[src/design/nrb_pkg.sv]
// Package for the n-th root bisection block: sequencer control word, flag bundle,
// operation and condition codes, and the microprogram table.
// Has no dependencies; used by nrb_seq and nth_root_bisection.
package nrb_pkg;

    localparam int FRAC_BITS_DEF = 22;
    localparam int MAX_POWER_DEF = 10;

    localparam int PC_W = 3;

    typedef logic [2:0] op_t;
    localparam op_t OP_NOP       = 3'd0;
    localparam op_t OP_LOAD      = 3'd1;
    localparam op_t OP_MID       = 3'd2;
    localparam op_t OP_MUL       = 3'd3;
    localparam op_t OP_UPDATE    = 3'd4;
    localparam op_t OP_EMIT_ROOT = 3'd5;
    localparam op_t OP_EMIT_FAIL = 3'd6;

    typedef logic [2:0] cond_t;
    localparam cond_t COND_NEVER       = 3'd0;
    localparam cond_t COND_ALWAYS      = 3'd1;
    localparam cond_t COND_BAD         = 3'd2;
    localparam cond_t COND_SEARCH_DONE = 3'd3;
    localparam cond_t COND_MUL_MORE    = 3'd4;

    localparam logic [PC_W-1:0] STEP_LOAD      = 3'd0;
    localparam logic [PC_W-1:0] STEP_CHECK     = 3'd1;
    localparam logic [PC_W-1:0] STEP_MID       = 3'd2;
    localparam logic [PC_W-1:0] STEP_MUL       = 3'd3;
    localparam logic [PC_W-1:0] STEP_UPDATE    = 3'd4;
    localparam logic [PC_W-1:0] STEP_EMIT_ROOT = 3'd5;
    localparam logic [PC_W-1:0] STEP_EMIT_FAIL = 3'd6;

    typedef struct packed {
        op_t             op;
        cond_t           cond;
        logic [PC_W-1:0] target;
        logic            wait_in;
        logic            wait_out;
    } ctrl_t;

    typedef struct packed {
        logic in_fire;
        logic out_busy;
        logic bad;
        logic search_done;
        logic mul_more;
    } seq_flags_t;

    function automatic ctrl_t rom_word(input logic [PC_W-1:0] pc);
        ctrl_t w;
        w = '{op: OP_NOP, cond: COND_ALWAYS, target: STEP_LOAD, wait_in: 1'b0, wait_out: 1'b0};
        unique case (pc)
            STEP_LOAD: begin
                w = '{op: OP_LOAD, cond: COND_NEVER, target: STEP_LOAD,
                      wait_in: 1'b1, wait_out: 1'b0};
            end
            STEP_CHECK: begin
                w = '{op: OP_NOP, cond: COND_BAD, target: STEP_EMIT_FAIL,
                      wait_in: 1'b0, wait_out: 1'b0};
            end
            STEP_MID: begin
                w = '{op: OP_MID, cond: COND_SEARCH_DONE, target: STEP_EMIT_ROOT,
                      wait_in: 1'b0, wait_out: 1'b0};
            end
            STEP_MUL: begin
                w = '{op: OP_MUL, cond: COND_MUL_MORE, target: STEP_MUL,
                      wait_in: 1'b0, wait_out: 1'b0};
            end
            STEP_UPDATE: begin
                w = '{op: OP_UPDATE, cond: COND_ALWAYS, target: STEP_MID,
                      wait_in: 1'b0, wait_out: 1'b0};
            end
            STEP_EMIT_ROOT: begin
                w = '{op: OP_EMIT_ROOT, cond: COND_ALWAYS, target: STEP_LOAD,
                      wait_in: 1'b0, wait_out: 1'b1};
            end
            STEP_EMIT_FAIL: begin
                w = '{op: OP_EMIT_FAIL, cond: COND_ALWAYS, target: STEP_LOAD,
                      wait_in: 1'b0, wait_out: 1'b1};
            end
            default: begin
                w = '{op: OP_NOP, cond: COND_ALWAYS, target: STEP_LOAD,
                      wait_in: 1'b0, wait_out: 1'b0};
            end
        endcase
        return w;
    endfunction

endpackage

[src/design/nth_root_bisection.sv]
// N-th root by bisection: an item flagged out of range goes straight to the failure result;
// otherwise the search runs B bisection steps (B up to 32), each of them using the
// single shared 32x32 multiplier, which does one multiply per cycle.
// The next item can be taken in the cycle after the result enters the output register.
// Synchronous active-low reset clears the step counter and the output valid flag.
// Depends on nrb_pkg and nrb_seq.
module nth_root_bisection #(
    parameter int FRAC_BITS = nrb_pkg::FRAC_BITS_DEF,
    parameter int MAX_POWER = nrb_pkg::MAX_POWER_DEF
) (
    input  logic        aclk,
    input  logic        aresetn,
    input  logic        s_tvalid,
    output logic        s_tready,
    input  logic [39:0] s_tdata,   // [31:0] a_value, [35:32] n_power, [39:36] zero
    output logic        m_tvalid,
    input  logic        m_tready,
    output logic [31:0] m_tdata,   // [31:0] root_value
    output logic [0:0]  m_tuser    // [0] status
);
    import nrb_pkg::*;

    localparam int CW = (FRAC_BITS + 11 > 33) ? FRAC_BITS + 11 : 33;
    localparam logic [CW-1:0] ONE_C   = CW'(1) << FRAC_BITS;
    localparam logic [CW-1:0] LIMIT_C = CW'(1000) << FRAC_BITS;

    ctrl_t      ctrl;
    seq_flags_t flags;

    logic [31:0] a_reg;
    logic [3:0]  n_reg;
    logic [31:0] low_reg;
    logic [31:0] high_reg;
    logic [31:0] mid_reg;
    logic [31:0] prod_reg;
    logic [3:0]  cnt_reg;
    logic        below_reg;
    logic        m_tvalid_reg;
    logic        m_tvalid_next;
    logic [31:0] root_reg;
    logic        status_reg;

    logic        s_fire;
    logic [63:0] product;
    logic [63:0] scaled;
    logic        over;
    logic        under;
    logic [CW-1:0] a_ext;
    logic [32:0] mid_sum;

    nrb_seq u_seq (
        .aclk   (aclk),
        .aresetn(aresetn),
        .flags  (flags),
        .ctrl   (ctrl)
    );

    assign s_tready = ctrl.wait_in;
    assign s_fire   = s_tvalid && s_tready;
    assign m_tvalid = m_tvalid_reg;
    assign m_tdata  = root_reg;
    assign m_tuser  = status_reg;

    assign product = 64'(prod_reg) * 64'(mid_reg);
    assign scaled  = product >> FRAC_BITS;
    assign over    = scaled > 64'(a_reg);
    assign under   = scaled < 64'(a_reg);
    assign a_ext   = CW'(a_reg);
    assign mid_sum = {1'b0, low_reg} + {1'b0, high_reg};

    always_comb begin
        flags.in_fire     = s_fire;
        flags.out_busy    = m_tvalid_reg && !m_tready;
        flags.bad         = (a_ext < ONE_C) || (a_ext > LIMIT_C) || (n_reg == 4'd0)
                            || ({1'b0, n_reg} > 5'(MAX_POWER));
        flags.search_done = (high_reg - low_reg) <= 32'd1;
        flags.mul_more    = !over && ((5'(cnt_reg) + 5'd1) < {1'b0, n_reg});
    end

    always_ff @(posedge aclk) begin
        unique case (ctrl.op)
            OP_LOAD: begin
                if (s_fire) begin
                    a_reg    <= s_tdata[31:0];
                    n_reg    <= s_tdata[35:32];
                    low_reg  <= '0;
                    high_reg <= s_tdata[31:0];
                end
            end
            OP_MID: begin
                mid_reg  <= mid_sum[32:1];
                prod_reg <= ONE_C[31:0];
                cnt_reg  <= '0;
            end
            OP_MUL: begin
                prod_reg  <= scaled[31:0];
                cnt_reg   <= cnt_reg + 4'd1;
                below_reg <= !over && under;
            end
            OP_UPDATE: begin
                if (below_reg) begin
                    low_reg <= mid_reg;
                end else begin
                    high_reg <= mid_reg;
                end
            end
            OP_EMIT_ROOT: begin
                if (!flags.out_busy) begin
                    root_reg   <= high_reg;
                    status_reg <= 1'b0;
                end
            end
            OP_EMIT_FAIL: begin
                if (!flags.out_busy) begin
                    root_reg   <= '0;
                    status_reg <= 1'b1;
                end
            end
            default: begin
            end
        endcase
    end

    always_comb begin
        m_tvalid_next = m_tvalid_reg && !m_tready;
        if ((ctrl.op == OP_EMIT_ROOT || ctrl.op == OP_EMIT_FAIL) && !flags.out_busy) begin
            m_tvalid_next = 1'b1;
        end
    end

    always_ff @(posedge aclk) begin
        if (!aresetn) begin
            m_tvalid_reg <= 1'b0;
        end else begin
            m_tvalid_reg <= m_tvalid_next;
        end
    end

    // The search interval always brackets the midpoint while products are formed.
    assert property (@(posedge aclk) disable iff (!aresetn)
        ctrl.op == OP_MUL |-> (low_reg < mid_reg) && (mid_reg < high_reg))
        else $error("midpoint outside the search interval");

    // A flagged item carries a zero root; an accepted radicand gives a nonzero root.
    assert property (@(posedge aclk) disable iff (!aresetn)
        m_tvalid && m_tuser[0] |-> m_tdata == 32'd0)
        else $error("flagged item with nonzero root");

    assert property (@(posedge aclk) disable iff (!aresetn)
        m_tvalid && !m_tuser[0] |-> m_tdata != 32'd0)
        else $error("valid item with zero root");

    // Only one item is in flight: input closes right after an item is taken.
    assert property (@(posedge aclk) disable iff (!aresetn)
        s_fire |=> !s_tready)
        else $error("second item taken while one is in work");

endmodule

[src/design/nrb_seq.sv]
// Microprogram sequencer for the n-th root bisection block: step counter,
// table lookup and conditional jumps. Depends on nrb_pkg.
module nrb_seq (
    input  logic               aclk,
    input  logic               aresetn,
    input  nrb_pkg::seq_flags_t flags,
    output nrb_pkg::ctrl_t     ctrl
);
    import nrb_pkg::*;

    logic [PC_W-1:0] pc_reg;
    logic [PC_W-1:0] pc_next;
    logic            cond_hit;

    assign ctrl = rom_word(pc_reg);

    always_comb begin
        unique case (ctrl.cond)
            COND_ALWAYS:      cond_hit = 1'b1;
            COND_BAD:         cond_hit = flags.bad;
            COND_SEARCH_DONE: cond_hit = flags.search_done;
            COND_MUL_MORE:    cond_hit = flags.mul_more;
            default:          cond_hit = 1'b0;
        endcase
    end

    always_comb begin
        priority if (ctrl.wait_in && !flags.in_fire) begin
            pc_next = pc_reg;
        end else if (ctrl.wait_out && flags.out_busy) begin
            pc_next = pc_reg;
        end else if (cond_hit) begin
            pc_next = ctrl.target;
        end else begin
            pc_next = pc_reg + 1'b1;
        end
    end

    always_ff @(posedge aclk) begin
        if (!aresetn) begin
            pc_reg <= STEP_LOAD;
        end else begin
            pc_reg <= pc_next;
        end
    end

endmodule
[config.mk]
export PLATFORM = sky130hd
export DESIGN_NAME = nth_root_bisection
export DESIGN_NICKNAME = d
export VERILOG_FILES = /design/src/design/nrb_pkg.sv /design/src/design/nth_root_bisection.sv /design/src/design/nrb_seq.sv
export SDC_FILE = /design/constraint.sdc
export NUM_CORES = 2
export LEC_CHECK = 0
export ABC_CLOCK_PERIOD_IN_PS = 13000
export BUFFER_PORTS_ARGS = -buffer_cell sky130_fd_sc_hd__buf_2
export CAP_MARGIN = 20
export CORE_MARGIN = 2
export CORE_UTILIZATION = 23
export CTS_CLUSTER_SIZE = 20
export DETAILED_ROUTE_END_ITERATION = 16
export RECOVER_POWER = 25
export SLEW_MARGIN = 20
export SYNTH_ARGS = -nofsm -noshare
export SYNTH_HDL_FRONTEND = slang
export SYNTH_SLANG_ARGS = --single-unit
[constraint.sdc]
create_clock -name aclk -period 13 [get_ports aclk]
set_input_delay 2.6 -clock aclk [delete_from_list [all_inputs] [get_ports aclk]]
set_output_delay 2.6 -clock aclk [all_outputs]
set_load 0.02 [all_outputs]
======== Word-level counts from Yosys, hierarchy flattened ========
Cells that the tools add are included.
cells by class
  $add $sub $neg .......................... 5
  multiply operators ...................... 1
  divide/modulo/power cells ............... 0
  magnitude comparators ................... 7
  equal/unequal tests ..................... 21
  shift operators ......................... 0
  multiplexer cells ....................... 18
  bitwise gates (word level) .............. 2
  reductions and logical operators ........ 25
operators with widths
  kind                  count
  $pmux 32 s2           4
  $mux 32               6
  $pmux 11 s7           1
  $mul 32x32->64        1
  $gt 42x32->1          1
  $lt 42x32->1          1
  $add 32x32->33        1
  $gt 32x32->1 const B  1
  $le 32x1->1 const B   1
  $lt 32x23->1 const B  1
  $sub 32x32->32        1
  $eq 3x3->1 const B    7
  $eq 3x2->1 const B    6
  $ne 2x2->1 const B    5
  $eq 3x1->1 const B    3
  $reduce_and 3->1      3
  $pmux 4 s2            1
  $logic_and 1x1->1     7
  $reduce_bool 2->1     3
  $add 4x1->5 const B   1
  $lt 5x4->1            1
  $add 4x1->4 const B   1
  $gt 4x4->1 const B    1
  $logic_not 1->1       4
  10 further kinds      17
storage, ports and cells
  flip-flop bits (word level) ............. 206
  bits in latches ......................... 0
  RAM bits ................................ 0
  bits in read-only memories .............. 0
  bits of input ports ..................... 44
  output and inout port bits .............. 35
  memories ................................ 0

======== Depth between registers and ports, before layout ========
  depth in word-level cells ............... 7
  gate-level depth with buffers ........... 41

======== Cells and area by module ========
Synthesis repeated with hierarchy kept, for this count alone.
second synthesis, totals
  cell total of the unflattened synthesis .. 4725
  area, all modules ....................... 44644.1 sq um
modules (own cells, without submodules)
  module              instances  cells each  area each (sq um)
  nth_root_bisection  1          4669        44226.2
  nrb_seq             1          56          417.9

======== Worst setup path after synthesis ========
OpenSTA, ideal clock, no wires.
  path kind ............................... register to register
  start point ............................. register mid_reg[2]
  end point ............................... register u_seq.pc_reg[0]
  setup time .............................. 0.059 ns
  arrival time ............................ 9.329 ns
  required time ........................... 12.941 ns
  slack ................................... 3.612 ns
  stages on the path, launching flop included .. 40
  period minus slack after synthesis ...... 9.388 ns
  cell sequence ........................... edfxtp_1 > clkbuf_1 > and2_1 > fa_1 > inv_1 > fa_1 > fa_1 > fa_1 > inv_1 > fa_1 > inv_1 > fa_1 > inv_1 > fa_1 > inv_1 > fa_1 > inv_1 > ha_1 > [4 not listed] > o311ai_2 > o2bb2ai_1 > o21ai_0 > a21boi_0 > xnor2_1 > ha_1 > a21o_1 > a21o_1 > a21oi_1 > nand3_1 > a21oi_1 > o221ai_1 > o21ai_0 > o21ai_0 > a21o_1 > or4_1 > a211oi_1 > o31a_1
between the ends
  word-level cells in the longest chain between the ends .. 6
RTL lines
  item                    line                      text
  start, declared         nth_root_bisection.sv:34  logic [31:0] mid_reg;
  start signal, assigned  nth_root_bisection.sv:91  mid_reg <= mid_sum[32:1];
  $mul 32x32->64          nth_root_bisection.sv:64  assign product = 64'(prod_reg) * 64'(mid_reg);
  named net product[48]   nth_root_bisection.sv:44  logic [63:0] product;
  $gt 42x32->1            nth_root_bisection.sv:66  assign over = scaled > 64'(a_reg);
  $logic_not 1->1         nth_root_bisection.sv:77  flags.mul_more = !over && ((5'(cnt_reg) + 5'd1) < {1'b0, n_reg});
  $logic_and 1x1->1       nth_root_bisection.sv:77
  $pmux 1 s4              nrb_seq.sv:18             unique case (ctrl.cond)
  $mux 3                  nrb_seq.sv:32             end else if (cond_hit) begin
  end signal, assigned    nrb_seq.sv:43             pc_reg <= pc_next;
  end, declared           nrb_seq.sv:11             logic [PC_W-1:0] pc_reg;
The timed path passes the listed nets, and every way through them passes these cells.
A chain may end at the register's enable or synchronous reset.

======== Worst setup path after layout ========
  start point ............................. register prod_reg[14]
  end point ............................... register u_seq.pc_reg[0]
between the ends
  word-level cells in the longest chain between the ends .. 6
RTL lines
  item                    line                      text
  start, declared         nth_root_bisection.sv:35  logic [31:0] prod_reg;
  start signal, assigned  nth_root_bisection.sv:92  prod_reg <= ONE_C[31:0];
  start signal, assigned  nth_root_bisection.sv:96  prod_reg <= scaled[31:0];
  $mul 32x32->64          nth_root_bisection.sv:64
  named net product[48]   nth_root_bisection.sv:44
  $gt 42x32->1            nth_root_bisection.sv:66
  $logic_not 1->1         nth_root_bisection.sv:77
  $logic_and 1x1->1       nth_root_bisection.sv:77
  $pmux 1 s4              nrb_seq.sv:18
  $mux 3                  nrb_seq.sv:32
The timed path passes the listed nets, and every way through them passes these cells.

==> out/metrics.csv <==
metric,value,unit
status,finished with violations,
synthCells,4796,
ys_ff_latch,206,
wirelength,122,mm
die_area,200000,um2
crit_fanout,18,
critPathLaunchType,flip-flop,
dp_hpwl,100,mm
finalClockSkew,34.1,ps
yosys_warnings,0,
worst_slew_pin_slew,3080,ps
rsz0062_at_grt,no,
diodes,0,
yosysUniqueCellTypes,82,
htreeDepth,1,
drive_gt1_share,4.60,%
cp.arrival,12320,ps
synthFlopType,edfxtp_1,
utilization,25.3,%
layout_commonest_cell,inv_1,
vias,32300,
min_period,11910,ps
hold_viol_final,0,
fp.dieH,447,um
avgSynthCellArea,9.42,um2
cp.required,13410,ps
numCtsBuffers,22,
drc,0,
cts_tree,built,
port_buffers,74,
max_freq,84.0,MHz
maxCapViolCount,2,
antenna_found_initial,4,
async_reset_ff_share,0,%
gr-total-overflow,0,
slew_headroom,-105,%
cp_slowest_cell,edfxtp_1,
cts_resized,0,
finalSetupTns,0,ps
grt_pass1_vias,34300,
critPathMaxStageDelay,1030,ps
viasPerCell,4.38,
final_max_slew_viol_count,99,
cts_setup_buffers,0,
routedWlPerCell,16.5,um
violations,"capacitance limit, slew limit",
grt_pass1_wl,195,mm
syn_area,45200,um2
min_path_type,flip-flop to flip-flop,
cts_buffer_depth,3,
initial_core_util,23.2,%
clk_pin_slew,60,ps
final_cell_mix,"inv_1, fa_1, and2_1, nand2_1, ha_1",
grt_usage,12.4,%
cp-end-kind,flip-flop,
syn_to_final_growth,9.09,%
ys_seq_area_share,13.6,%
ioPinCount,79,
dr.pass1.iters,7,
ant_nets,0,
fin_nets,6034,
grt_max_degree,66,
rows,162,
gp_congestion,0.919,
fp.coreArea,195000,um2
cts.sinks,206,
critical_path_class,flip-flop to flip-flop,
post-route-period-util,91.6,%
die_w,447,um
synth_nets,6103,
cpMostUsedCell,fa_1,
cts_hold_buffers,0,
nFillCells,21100,
setup_violations,0,
drt_iter0_markers,2166,
clock_latency,550,ps
synth_edf_count,202,
ctsRootBufferMaster,clkbuf_16,
-- per-layer routing --
metal	wire, um	track usage [%]	up-vias
met3	5460	1.05	146
li1	-	-	14500
met5	0	0	-
met4	3750	3.34	0
met1	52700	16.4	16900
met2	60000	21.4	799
-- critical path: cells and delay by family (launching register included) --
kind                     cells  cell delay (ps)
flip-flops                   1             1030
buffers and inverters        5              590
XOR/XNOR                     1              200
AO/OA/AOI/OAI               14             3810
AND/OR/NAND/NOR              7             1660
adder cells (fa/ha/maj)     10             4450
-- cells by family after synthesis --
logic type,after synthesis,share of synthesized area (%)
muxes,37,0.912
xor gates and xnor gates,84,1.63
AOI/OAI and AO/OA,421,5.98
buffers and inverters,1265,10.5
DFF,206,13.6
and+or+nand+nor,1520,17.4
adders and majority gates,1263,49.9
-- final timing paths --
kind | from | to | slack, ps | depth (start not counted)
setup reg to reg | prod_reg[14] | u_seq.pc_reg[0] | 1090 | 37
hold / removal | mid_reg[22] | high_reg[22] | 590 | 1
setup / recovery | prod_reg[14] | u_seq.pc_reg[0] | 1090 | 37
hold reg to reg | mid_reg[22] | high_reg[22] | 590 | 1
-- synthesized netlist by cell type, drive strengths merged (5+ instances only) --
cell type | count | share of area (%)
a21o | 31 | 0.52
fa | 897 | 40
o221ai | 5 | 0.097
or4 | 6 | 0.10
nor2b | 20 | 0.28
o21bai | 23 | 0.38
nand4 | 37 | 0.53
nor4b | 5 | 0.097
and2 | 654 | 9.1
o2111ai | 8 | 0.16
edfxtp | 202 | 13
a21boi | 6 | 0.11
ha | 366 | 10
nand2 | 554 | 4.6
a21oi | 150 | 1.7
nand3b | 6 | 0.10
mux2 | 33 | 0.82
or3 | 7 | 0.097
nor2 | 97 | 0.81
or2 | 9 | 0.12
o31ai | 6 | 0.10
nor4 | 22 | 0.32
o21ai | 81 | 0.90
nand2b | 22 | 0.30
xnor2 | 59 | 1.1
a211o | 6 | 0.12
o21a | 9 | 0.15
nor3 | 31 | 0.34
buf | 14 | 0.14
o22ai | 7 | 0.097
clkbuf | 238 | 2.0
a31oi | 21 | 0.30
a211oi | 13 | 0.22
xor2 | 25 | 0.48
and3 | 7 | 0.097
inv | 1013 | 8.4
nand3 | 33 | 0.37
o211ai | 9 | 0.16
-- metrics by stage --
| stage | hold WS (ps) | area [um2] | instances | setup WS (ps) |
|---|---|---|---|---|
| 6_report | 589 | 49300 | 7367 | 1090 |
| 4_1_cts | 592 | 49300 | 7366 | 1130 |
| 2_1_floorplan | 527 | 45200 | 4796 | 3610 |
| 3_5_place_dp | 573 | 48500 | 7326 | 1230 |
| 5_1_grt | 604 | 49300 | 7367 | 396 |
| 3_3_place_gp | 563 | 48500 | 7326 | 1400 |
-- final cells by class --
class,count,area [um2],share of cell area (%)
Clock buffer,24,558,1.13
Clock inverter,16,226,0.460
Inverter,1013,3800,7.72
Multi-Input combinational cell,3325,34300,69.6
Sequential cell,206,6150,12.5
Tap cell,2624,3280,6.66
Timing Repair Buffer,159,972,1.97
Power is left out: the tool's default activity adds up to more than one toggle a clock period on the data nets, which glitch-free logic cannot reach.
